`config.mk`:
```
export PLATFORM = sky130hd
export DESIGN_NAME = sha256_stream_hasher_top
export DESIGN_NICKNAME = d
export VERILOG_FILES = /design/src/hdl/shs_pkg.sv /design/src/hdl/shs_front.sv /design/src/hdl/shs_core.sv /design/src/hdl/sha256_stream_hasher_top.sv
export SDC_FILE = /design/constraint.sdc
export NUM_CORES = 2
export LEC_CHECK = 0
export BUFFER_PORTS_ARGS = -buffer_cell sky130_fd_sc_hd__buf_2
export CORE_MARGIN = 1.5
export CORE_UTILIZATION = 50
export CTS_BUF_LIST = sky130_fd_sc_hd__clkbuf_4 sky130_fd_sc_hd__clkbuf_8 sky130_fd_sc_hd__clkbuf_16
export DETAILED_ROUTE_END_ITERATION = 10
export HOLD_SLACK_MARGIN = 0.06
export PLACE_DENSITY = 0.64
export SETUP_SLACK_MARGIN = 0.1
export SLEW_MARGIN = 0
export SYNTH_ARGS = -nofsm -noshare
export SYNTH_HDL_FRONTEND = slang
export SYNTH_HIERARCHICAL = 1
export SYNTH_SLANG_ARGS = --single-unit
```
`constraint.sdc`:
```
create_clock -name clk -period 36.2 [get_ports clk]
set_input_delay 5.43 -clock clk [delete_from_list [all_inputs] [get_ports clk]]
set_output_delay 5.43 -clock clk [all_outputs]
set_load 0.1 [all_outputs]
```
`src/hdl/shs_pkg.sv`:
```
// ----------------------------------------------------------------------------
// SHA-256 hasher package
// Constants, types and round functions shared by the hasher modules.
// ----------------------------------------------------------------------------
package shs_pkg;

	localparam int unsigned QDEPTH = 4;
	localparam int unsigned QAW = 2;

	typedef struct packed {
		logic [7:0] data_byte;
		logic       has_byte;
		logic       last_byte;
	} item_t;

	typedef enum logic [2:0] {
		ST_IDLE,
		ST_ROUND,
		ST_ADD,
		ST_PAD,
		ST_OUT
	} state_t;

	localparam logic [255:0] IV = {
		32'h6a09e667, 32'hbb67ae85, 32'h3c6ef372, 32'ha54ff53a,
		32'h510e527f, 32'h9b05688c, 32'h1f83d9ab, 32'h5be0cd19
	};

	localparam logic [7:0] PAD_MARK = 8'h80;
	localparam logic [5:0] PAD_LIMIT = 6'd56;

	function automatic logic [31:0] iv_word(input logic [2:0] i);
		logic [31:0] w;
		w = IV[(7 - i) * 32 +: 32];
		return w;
	endfunction

	function automatic logic [31:0] round_k(input logic [5:0] t);
		logic [31:0] k;
		case (t)
			6'd0: k = 32'h428a2f98; 6'd1: k = 32'h71374491; 6'd2: k = 32'hb5c0fbcf;
			6'd3: k = 32'he9b5dba5; 6'd4: k = 32'h3956c25b; 6'd5: k = 32'h59f111f1;
			6'd6: k = 32'h923f82a4; 6'd7: k = 32'hab1c5ed5; 6'd8: k = 32'hd807aa98;
			6'd9: k = 32'h12835b01; 6'd10: k = 32'h243185be; 6'd11: k = 32'h550c7dc3;
			6'd12: k = 32'h72be5d74; 6'd13: k = 32'h80deb1fe; 6'd14: k = 32'h9bdc06a7;
			6'd15: k = 32'hc19bf174; 6'd16: k = 32'he49b69c1; 6'd17: k = 32'hefbe4786;
			6'd18: k = 32'h0fc19dc6; 6'd19: k = 32'h240ca1cc; 6'd20: k = 32'h2de92c6f;
			6'd21: k = 32'h4a7484aa; 6'd22: k = 32'h5cb0a9dc; 6'd23: k = 32'h76f988da;
			6'd24: k = 32'h983e5152; 6'd25: k = 32'ha831c66d; 6'd26: k = 32'hb00327c8;
			6'd27: k = 32'hbf597fc7; 6'd28: k = 32'hc6e00bf3; 6'd29: k = 32'hd5a79147;
			6'd30: k = 32'h06ca6351; 6'd31: k = 32'h14292967; 6'd32: k = 32'h27b70a85;
			6'd33: k = 32'h2e1b2138; 6'd34: k = 32'h4d2c6dfc; 6'd35: k = 32'h53380d13;
			6'd36: k = 32'h650a7354; 6'd37: k = 32'h766a0abb; 6'd38: k = 32'h81c2c92e;
			6'd39: k = 32'h92722c85; 6'd40: k = 32'ha2bfe8a1; 6'd41: k = 32'ha81a664b;
			6'd42: k = 32'hc24b8b70; 6'd43: k = 32'hc76c51a3; 6'd44: k = 32'hd192e819;
			6'd45: k = 32'hd6990624; 6'd46: k = 32'hf40e3585; 6'd47: k = 32'h106aa070;
			6'd48: k = 32'h19a4c116; 6'd49: k = 32'h1e376c08; 6'd50: k = 32'h2748774c;
			6'd51: k = 32'h34b0bcb5; 6'd52: k = 32'h391c0cb3; 6'd53: k = 32'h4ed8aa4a;
			6'd54: k = 32'h5b9cca4f; 6'd55: k = 32'h682e6ff3; 6'd56: k = 32'h748f82ee;
			6'd57: k = 32'h78a5636f; 6'd58: k = 32'h84c87814; 6'd59: k = 32'h8cc70208;
			6'd60: k = 32'h90befffa; 6'd61: k = 32'ha4506ceb; 6'd62: k = 32'hbef9a3f7;
			default: k = 32'hc67178f2;
		endcase
		return k;
	endfunction

	function automatic logic [31:0] rotr(input logic [31:0] x, input int unsigned n);
		logic [31:0] r;
		r = (x >> n) | (x << (32 - n));
		return r;
	endfunction

endpackage

```
`src/hdl/shs_front.sv`:
```
// ----------------------------------------------------------------------------
// SHA-256 hasher front end
// Accepts input items, drops idle ones and queues the rest for the core.
// ----------------------------------------------------------------------------
module shs_front (
	input  logic           clk,
	input  logic           arst_n,
	input  logic           in_valid,
	output logic           in_ready,
	input  shs_pkg::item_t in_item,
	output logic           q_valid,
	input  logic           q_ready,
	output shs_pkg::item_t q_item
);

	shs_pkg::item_t mem_q [shs_pkg::QDEPTH];
	logic [shs_pkg::QAW-1:0] wr_q, rd_q;
	logic [shs_pkg::QAW:0] cnt_q;
	logic push, pop, keep;

	assign in_ready = (cnt_q != 3'(shs_pkg::QDEPTH));
	assign keep = in_item.has_byte | in_item.last_byte;
	assign push = in_valid & in_ready & keep;
	assign q_valid = (cnt_q != '0);
	assign pop = q_valid & q_ready;
	assign q_item = mem_q[rd_q];

	always_ff @(posedge clk) begin
		if (push) mem_q[wr_q] <= in_item;
	end

	always_ff @(posedge clk or negedge arst_n) begin
		if (!arst_n) begin
			wr_q <= '0;
			rd_q <= '0;
			cnt_q <= '0;
		end else begin
			if (push) wr_q <= wr_q + 1'b1;
			if (pop) rd_q <= rd_q + 1'b1;
			cnt_q <= cnt_q + (push ? 3'd1 : 3'd0) - (pop ? 3'd1 : 3'd0);
		end
	end

endmodule

```
`src/hdl/shs_core.sv`:
```
// ----------------------------------------------------------------------------
// SHA-256 hasher core
// Gathers bytes, pads, runs 64 rounds per block and emits the digest.
// ----------------------------------------------------------------------------
module shs_core (
	input  logic           clk,
	input  logic           arst_n,
	input  logic           q_valid,
	output logic           q_ready,
	input  shs_pkg::item_t q_item,
	output logic           out_valid,
	input  logic           out_ready,
	output logic [31:0]    digest_word,
	output logic [2:0]     word_index,
	output logic           last_word
);

	shs_pkg::state_t state_q, state_d;
	logic [31:0] bw_q [16];
	logic [31:0] h_q [8];
	logic [31:0] v_q [8];
	logic [31:0] w_q [16];
	logic [5:0]  fill_q;
	logic [63:0] len_q;
	logic [5:0]  rnd_q;
	logic [2:0]  oidx_q;
	logic        final_q;
	logic        second_q;
	logic        wrap_q;

	logic [31:0] w_new, t1, t2, w15, w2, s0, s1, b1, b0, ch, mj;

	always_comb begin
		w15 = w_q[4'(rnd_q + 6'd1)];
		w2 = w_q[4'(rnd_q + 6'd14)];
		s0 = shs_pkg::rotr(w15, 7) ^ shs_pkg::rotr(w15, 18) ^ (w15 >> 3);
		s1 = shs_pkg::rotr(w2, 17) ^ shs_pkg::rotr(w2, 19) ^ (w2 >> 10);
		if (rnd_q < 6'd16)
			w_new = bw_q[rnd_q[3:0]];
		else
			w_new = w_q[rnd_q[3:0]] + s0 + w_q[4'(rnd_q + 6'd9)] + s1;
		b1 = shs_pkg::rotr(v_q[4], 6) ^ shs_pkg::rotr(v_q[4], 11) ^ shs_pkg::rotr(v_q[4], 25);
		ch = (v_q[4] & v_q[5]) ^ (~v_q[4] & v_q[6]);
		t1 = v_q[7] + b1 + ch + shs_pkg::round_k(rnd_q) + w_new;
		b0 = shs_pkg::rotr(v_q[0], 2) ^ shs_pkg::rotr(v_q[0], 13) ^ shs_pkg::rotr(v_q[0], 22);
		mj = (v_q[0] & v_q[1]) ^ (v_q[0] & v_q[2]) ^ (v_q[1] & v_q[2]);
		t2 = b0 + mj;
	end

	always_comb begin
		state_d = state_q;
		q_ready = 1'b0;
		case (state_q)
			shs_pkg::ST_IDLE: begin
				q_ready = 1'b1;
				if (q_valid) begin
					if (q_item.has_byte && fill_q == 6'd63) state_d = shs_pkg::ST_ROUND;
					else if (q_item.last_byte) state_d = shs_pkg::ST_PAD;
				end
			end
			shs_pkg::ST_ROUND: if (rnd_q == 6'd63) state_d = shs_pkg::ST_ADD;
			shs_pkg::ST_ADD: begin
				if (!final_q) state_d = shs_pkg::ST_IDLE;
				else if (second_q || wrap_q) state_d = shs_pkg::ST_PAD;
				else state_d = shs_pkg::ST_OUT;
			end
			shs_pkg::ST_PAD: state_d = shs_pkg::ST_ROUND;
			shs_pkg::ST_OUT: if (out_ready && oidx_q == 3'd7) state_d = shs_pkg::ST_IDLE;
			default: state_d = shs_pkg::ST_IDLE;
		endcase
	end

	assign out_valid = (state_q == shs_pkg::ST_OUT);
	assign digest_word = h_q[oidx_q];
	assign word_index = oidx_q;
	assign last_word = (oidx_q == 3'd7);

	always_ff @(posedge clk or negedge arst_n) begin
		if (!arst_n) state_q <= shs_pkg::ST_IDLE;
		else state_q <= state_d;
	end

	always_ff @(posedge clk) begin
		if (state_q == shs_pkg::ST_IDLE && q_valid && q_item.has_byte)
			bw_q[fill_q[5:2]][{~fill_q[1:0], 3'b000} +: 8] <= q_item.data_byte;
		if (state_q == shs_pkg::ST_PAD) begin
			for (int i = 0; i < 64; i++) begin
				if (i >= 56 && (second_q || fill_q < shs_pkg::PAD_LIMIT))
					bw_q[4'(i >> 2)][(3 - (i & 3)) * 8 +: 8] <= len_q[(63 - i) * 8 +: 8];
				else if (second_q) bw_q[4'(i >> 2)][(3 - (i & 3)) * 8 +: 8] <= 8'h00;
				else if (6'(i) == fill_q)
					bw_q[4'(i >> 2)][(3 - (i & 3)) * 8 +: 8] <= shs_pkg::PAD_MARK;
				else if (6'(i) > fill_q) bw_q[4'(i >> 2)][(3 - (i & 3)) * 8 +: 8] <= 8'h00;
			end
		end
		if (state_q == shs_pkg::ST_ROUND) begin
			w_q[rnd_q[3:0]] <= w_new;
			v_q[7] <= v_q[6]; v_q[6] <= v_q[5]; v_q[5] <= v_q[4];
			v_q[4] <= v_q[3] + t1;
			v_q[3] <= v_q[2]; v_q[2] <= v_q[1]; v_q[1] <= v_q[0];
			v_q[0] <= t1 + t2;
		end
		if (state_d == shs_pkg::ST_ROUND && state_q != shs_pkg::ST_ROUND)
			for (int i = 0; i < 8; i++) v_q[i] <= h_q[i];
	end

	always_ff @(posedge clk or negedge arst_n) begin
		if (!arst_n) begin
			for (int i = 0; i < 8; i++) h_q[i] <= shs_pkg::iv_word(3'(i));
			fill_q <= '0;
			len_q <= '0;
			rnd_q <= '0;
			oidx_q <= '0;
			final_q <= 1'b0;
			second_q <= 1'b0;
			wrap_q <= 1'b0;
		end else begin
			case (state_q)
				shs_pkg::ST_IDLE: if (q_valid) begin
					if (q_item.has_byte) begin
						fill_q <= fill_q + 6'd1;
						len_q <= len_q + 64'd8;
					end
					final_q <= q_item.last_byte;
					second_q <= 1'b0;
					wrap_q <= q_item.has_byte && q_item.last_byte && fill_q == 6'd63;
					rnd_q <= '0;
				end
				shs_pkg::ST_ROUND: rnd_q <= rnd_q + 6'd1;
				shs_pkg::ST_ADD: begin
					for (int i = 0; i < 8; i++) h_q[i] <= h_q[i] + v_q[i];
					if (final_q && second_q) second_q <= 1'b1;
					wrap_q <= 1'b0;
				end
				shs_pkg::ST_PAD: begin
					rnd_q <= '0;
					second_q <= !second_q && fill_q >= shs_pkg::PAD_LIMIT;
					if (second_q) fill_q <= '0;
				end
				shs_pkg::ST_OUT: if (out_ready) begin
					oidx_q <= oidx_q + 3'd1;
					if (oidx_q == 3'd7) begin
						for (int i = 0; i < 8; i++) h_q[i] <= shs_pkg::iv_word(3'(i));
						fill_q <= '0;
						len_q <= '0;
						final_q <= 1'b0;
					end
				end
				default: ;
			endcase
		end
	end

endmodule

```
`src/hdl/sha256_stream_hasher_top.sv`:
```
// ----------------------------------------------------------------------------
// SHA-256 stream hasher top level
// Byte stream in, eight digest words out per message.
// ----------------------------------------------------------------------------
// channel  dir  tdata                 tuser                  tlast
// s_axis   in   data_byte[7:0]        has_byte               last_byte
// m_axis   out  digest_word[31:0]     word_index[2:0]        last_word
//
// The core takes bytes only while idle; every 64th byte starts the 64-round
// compression loop. The end item adds one or two blocks plus the eight
// output words. A four-item queue decouples input from the core.
// Reset is asynchronous and clears control state and the hash to its
// initial values; output stalls hold the core.
module sha256_stream_hasher_top (
	input  logic        clk,
	input  logic        arst_n,
	input  logic        s_axis_tvalid,
	output logic        s_axis_tready,
	input  logic [7:0]  s_axis_tdata,  // data_byte
	input  logic        s_axis_tuser,  // has_byte
	input  logic        s_axis_tlast,
	output logic        m_axis_tvalid,
	input  logic        m_axis_tready,
	output logic [31:0] m_axis_tdata,  // digest_word
	output logic [2:0]  m_axis_tuser,  // word_index
	output logic        m_axis_tlast
);

	shs_pkg::item_t in_item, q_item;
	logic q_valid, q_ready;

	assign in_item.data_byte = s_axis_tdata;
	assign in_item.has_byte = s_axis_tuser;
	assign in_item.last_byte = s_axis_tlast;

	shs_front u_front (
		.clk(clk), .arst_n(arst_n),
		.in_valid(s_axis_tvalid), .in_ready(s_axis_tready), .in_item(in_item),
		.q_valid(q_valid), .q_ready(q_ready), .q_item(q_item)
	);

	shs_core u_core (
		.clk(clk), .arst_n(arst_n),
		.q_valid(q_valid), .q_ready(q_ready), .q_item(q_item),
		.out_valid(m_axis_tvalid), .out_ready(m_axis_tready),
		.digest_word(m_axis_tdata), .word_index(m_axis_tuser), .last_word(m_axis_tlast)
	);

endmodule

```
# ---- After elaboration in Yosys (flattened, before gate mapping)
# Memory sizes are Yosys's and may differ from the RTL's.
# Index checks and enable logic that the tools add are counted.
dict set report word_totals {
  ff_bits 348
  mem_bits_rw 1320
  romBits 2048
  input_bits 14
  out_inout_bits 38
  elab_cells 1205
  n_memories 5
}
# memory words word_bits rd rd_clocked_by_memory_dff wr line
set memory_table {}
lappend memory_table {{(name not given)} 64 32 1 0 0 shs_pkg.sv:40} ;# case (t)
lappend memory_table {u_core.bw_q 16 32 1 0 16 shs_core.sv:19} ;# logic [31:0] bw_q [16];
lappend memory_table {u_core.w_q 16 32 4 0 1 shs_core.sv:22} ;# logic [31:0] w_q [16];
lappend memory_table {u_core.v_q 8 32 8 0 8 shs_core.sv:21} ;# logic [31:0] v_q [8];
lappend memory_table {u_front.mem_q 4 10 1 0 1 shs_front.sv:16} ;# shs_pkg::item_t mem_q [shs_pkg::QDEPTH];
dict set report classes {
  n_addsub 29
  n_lt_le_gt_ge 68
  n_eq_ne 79
  n_shift 2
  muxes 796
  n_bitwise 177
  reduce_logical 30
}
# operator count
set op_table {}
lappend op_table {{8-bit 2-to-1 mux} 136}
lappend op_table {{1-bit 2-to-1 mux} 617}
lappend op_table {{32-bit adder} 18}
lappend op_table {{256-bit 2-to-1 mux} 2}
lappend op_table {{256-bit one-hot mux with 2 select lines} 1}
lappend op_table {{32-bit 2-to-1 mux} 14}
lappend op_table {{32-bit bitwise XOR} 9}
lappend op_table {{64-bit 2-to-1 mux} 4}
lappend op_table {{6-bit == test (first input constant)} 32}
lappend op_table {{6-bit greater-than comparator (first input constant)} 32}
lappend op_table {{32-bit bitwise AND} 5}
lappend op_table {{1-bit bitwise OR} 145}
lappend op_table {{64-bit one-hot mux with 2 select lines} 1}
lappend op_table {{32-bit binary-select mux with 3-bit select} 1}
lappend op_table {{5-bit by 6-bit == test with 1-bit output (first input constant)} 16}
lappend op_table {{5-bit by 6-bit greater-than comparator with 1-bit output (first input constant)} 16}
lappend op_table {{64-bit by 4-bit adder with 64-bit output (second input constant)} 1}
lappend op_table {{4-bit by 6-bit == test with 1-bit output (first input constant)} 8}
lappend op_table {{4-bit by 6-bit greater-than comparator with 1-bit output (first input constant)} 8}
lappend op_table {{6-bit 2-to-1 mux} 6}
lappend op_table {{6-bit one-hot mux with 3 select lines} 2}
lappend op_table {{32-bit NOT} 1}
lappend op_table {{10-bit by 32-bit bitwise OR with 32-bit output} 1}
lappend op_table {{13-bit by 32-bit bitwise OR with 32-bit output} 1}
lappend op_table {{57 further kinds} 104}

# ---- Logic depth before layout (Yosys ltp)
# An unclocked memory read counts as a cell.
dict set report logic_depth {
  depth_word 12
  depth_mapped 62
  mapped_depth_nobuf 51
}

# ---- By module
# The synthesis kept the hierarchy.
# module instances cells_per_inst area_each_um2 seq_area_each_um2
set by_module_without_submodules {}
lappend by_module_without_submodules {shs_core 1 10158 105595.0 43141.4}
lappend by_module_without_submodules {shs_front 1 89 1874.3 1376.3}

# ---- Least setup slack after synthesis
# OpenSTA, ideal clock, no wires.
dict set report synth_path {
  path_kind {register -> register}
  start {reg u_core.rnd_q[0]}
  end {mem u_core.v_q[0][31], data pin}
  setup_time_ns 0.265
  arrival_time_ns 14.115
  path_slack_ns 21.820
  stages_incl_launch_ff 59
  n_path_buf 12
  synth_period_minus_slack_ns 14.380
  cell_sequence {dfrtp_1 -> buf_6 -> buf_12 -> buf_6 -> buf_4 -> buf_2 -> buf_2 -> buf_2 -> inv_1 -> clkbuf_1 -> ha_1 -> clkbuf_1 -> buf_1 -> buf_1 -> clkbuf_1 -> mux4_2 -> mux4_2 -> xor2_1 -> (+23 left out) -> o21ai_0 -> o22ai_1 -> o21ai_0 -> a21oi_1 -> xnor2_1 -> fa_1 -> ha_1 -> and3_1 -> a31oi_1 -> o21ai_0 -> a311oi_1 -> a21oi_1 -> o31ai_1 -> o21bai_1 -> a21oi_1 -> xnor2_1 -> o31a_1 -> nand3_1}
}
# element line
set synth_lines {}
lappend synth_lines {{start: declaration} shs_core.sv:25} ;# logic [5:0] rnd_q;
lappend synth_lines {{start signal: assignment} shs_core.sv:129} ;# shs_pkg::ST_ROUND: rnd_q <= rnd_q + 6'd1;
lappend synth_lines {{end: declaration} shs_core.sv:21}

==> results.yml <==
status:
  outcome: "finished clean"
routing:
  routed_wl_microns: 382000
  drc: 0
  postRouteAntennaNets: 0
  avgViaCountPerCell: 6.63
  first_pass_iters: 7
  vias: 86378
  wire_per_inst_microns: 29.3
  drt_iter0_markers: 11409
synth:
  synth.most_common_cell: "nor2_1"
  yosysSeqAreaShare_pct: 41.4
  ys_seq_elements: 1665
  yosys.area.top_type: "edfxtp_1"
  synthCells: 10247
  syn-num-nets: 10881
  synth.area.top_cells: "edfxtp_1, mux4_2, dfxtp_1, ha_1, dfrtp_1"
  synthTopCellsByCount: "nor2_1, nand2_1, a21oi_1"
  yosysTopAreaCellShare_pct: 25.9
  ys_warn_count: 6
  syn_avg_cell_area_sq_um: 10.5
  synth_cell_types: 96
  mappedNetlistArea_sq_mm: 0.107
  ys.flop_type: "edfxtp_1"
  async_flop_share_pct: 20.7
  synth_edf_count: 928
floorplanning:
  die_h_microns: 467
  die_area_sq_mm: 0.218
  core_area_sq_mm: 0.213
  die_w_microns: 467
  std_cell_rows: 169
  io_pins: 52
  start_util_pct: 50.5
grt:
  grtUsageTotal_pct: 34.5
  grt_pass1_wl_microns: 556000
  grt_max_degree: 213
  grt-ovfl-total: 0
  grt_pass1_vias: 81598
  antenna_found_initial: 11
clock_tree:
  htree_num_levels: 4
  clockBufferDepth: 3
  path_clk_slew_ps: 60
  cts_tree: "built"
  insertion_delay_ps: 890
  cts_setup_buffers: 0
  cts_root_buf: "clkbuf_16"
  ctsResizeCount: 0
  cts_buffers: 185
  cts_sinks: 1665
  cts_hold_buffers: 0
worst_hold_path:
  hold_path_class: "reg -> reg"
finish:
  drive_gt1_share_pct: 14.8
  num-fill-cells: 18023
  num-nets-final: 10681
  area_growth_pct: 8.87
place:
  place_congestion: 1.02
  numPortBuffers: 51
  dp_hpwl_microns: 268000
timing:
  skew_ps: 65.0
  fin_crit_sh_pct: 46.1
  setup_tns_ps: 0
  final-max-slew-violation-count: 0
  rsz0062_at_grt: "no"
  slew_headroom_pct: 5.28
  hold_viol_final: 0
  period_needed_ps: 16700
  fmax_mhz: 59.9
  finalSetupViolCount: 0
  worst_slew_pin_slew_ps: 1400
setup_path:
  cp.arrival_ps: 17290
  reg2reg_setup_slack_ps: 19500
  startpoint_type: "flop"
  crit_buf_inv: 8
  path_delay_family: "compound AO/OA/AOI/OAI gates"
  slowest_delay_ps: 910
  critical-path-slowest-cell: "buf_4"
  crit_type: "reg -> reg"
  critical_path.endpoint_type: "flop"
  cp_max_fo: 63
  required_ps: 36780
  timing.critical_path.mode_cell: "fa_1"
run:
  max_cap_violations: 0
[layer usage]
layer | track usage (%) | up-vias | wire length [microns]
li1 | - | 37064 | -
met1 | 49.9 | 43163 | 157000
met2 | 49.4 | 5334 | 162000
met3 | 9.65 | 809 | 47400
met4 | 12.1 | 8 | 15100
met5 | 0 | - | 66
[logic make-up (layout without fill, tap and decap cells)]
kind of cell               count (synthesis)  in the layout  synth area share, %
adders and majority gates                648            648                 8.85
muxes                                    869            869                 15.9
DFF                                     1665           1665                 41.4
xor gates and xnor gates                 613            613                 5.04
and+or+nand+nor                         3167           3167                 12.4
other                                      0              5                    0
buffers and inverters                    960            923                 3.48
AOI/OAI and AO/OA                       2325           2325                 12.9
[cell type report]
type | instances | area [sq um] | area share, %
Timing Repair Buffer | 219 | 1630 | 1.39
Antenna cell | 5 | 12.5 | 0.0107
Sequential cell | 1665 | 44500 | 38.1
Inverter | 354 | 1330 | 1.14
Tap cell | 2821 | 3530 | 3.02
Clock inverter | 70 | 766 | 0.654
Multi-Input combinational cell | 7622 | 59500 | 50.9
Clock buffer | 280 | 5670 | 4.85
[stage by stage]
step / cells / cell area [sq um] / hold WS, ps / utilization (%) / setup WS (ps)
finish: 13036 / 117000 / 484 / 55.0 / 19500
global route: 13033 / 117000 / 503 / 54.9 / 18700
CTS: 13031 / 117000 / 486 / 54.9 / 19860
detailed placement: 12681 / 111000 / 469 / 51.9 / 19970
global placement: 12681 / 111000 / 460 / 51.9 / 20080
floorplan: 10247 / 107000 / 449 / - / 21820
[cells in the final DEF, fill, tap and decap left out, types with 26 or more instances in the layout]
cell       Yosys  final
nor2_1      1336   1314
nand2_1     1124   1121
a21oi_1      983    972
edfxtp_1     928    928
mux4_2       643    643
o21ai_0      508    501
ha_1         424    420
xnor2_1      396    395
dfxtp_1      392    392
inv_1        350    349
xor2_1       213    213
dfrtp_1      209    201
fa_1         196    196
clkbuf_16      0    193
a21o_1       178    178
nand3_1      174    172
buf_4         13    160
mux2i_1      145    145
nor3_1       140    139
dfstp_2      136    136
nand2b_1      93     93
o22ai_1       75     75
o21a_1        65     65
or3_1         64     64
mux2_2        64     64
clkbuf_4       0     57
a31oi_1       57     57
o21bai_1      54     54
buf_2         40     50
nor2b_1       48     48
a211oi_1      47     47
and3_1        47     47
o211ai_1      46     46
o31ai_1       43     43
nand4_1       41     41
o221ai_1      38     38
clkbuf_8       0     30
maj3_1        28     28
clkinv_2       0     26
or2_2         26     26
[worst reg2reg max path, delay by kind of cell, from the launching register on]
kind	cells	cell delay, ps
AOI/OAI and AO/OA	16	4620
xor gates and xnor gates	4	780
adders and majority gates	9	4020
buffers and inverters	8	3690
DFF	1	880
muxes	2	1240
and+or+nand+nor	9	1220
[state kept, by name, indices dropped and copies added (netlist names)]
| register | count |
|---|---|
| u_core/h_q | 256 |
| u_core/state_q | 3 |
| u_core/second_q | 1 |
| u_core/w_q | 512 |
| u_core/word_index | 3 |
| u_front/rd_q | 2 |
| u_front/mem_q | 40 |
| u_core/len_q | 61 |
| u_core/rnd_q | 6 |
| u_front/cnt_q | 3 |
| u_front/wr_q | 2 |
| u_core/v_q | 256 |
| u_core/fill_q | 6 |
| u_core/final_q | 1 |
| u_core/bw_q | 512 |
| u_core/wrap_q | 1 |
[worst paths after layout]
| check | to | from | cells past startpoint |
|---|---|---|---|
| worst max-delay path | u_core/v_q[0][31]$_DFFE_PP_ | u_core/rnd_q[0]$_DFFE_PN0P_ | 48 |
| worst min-delay path | u_core/bw_q[10][25]$_SDFFE_PP0P_ | u_core/bw_q[10][25]$_SDFFE_PP0P_ | 2 |
| worst max register to register | u_core/v_q[0][31]$_DFFE_PP_ | u_core/rnd_q[0]$_DFFE_PN0P_ | 48 |
| worst min register to register | u_core/bw_q[10][25]$_SDFFE_PP0P_ | u_core/bw_q[10][25]$_SDFFE_PP0P_ | 2 |
| max in group asynchronous | u_core/len_q[61]$_DFFE_PN0P_ | arst_n | 4 |
| min in group asynchronous | u_core/h_q[222]$_DFFE_PN0P_ | arst_n | 1 |
Power is not shown: default switching activity piles up to over one toggle a cycle in this logic, so the estimate is an artifact.
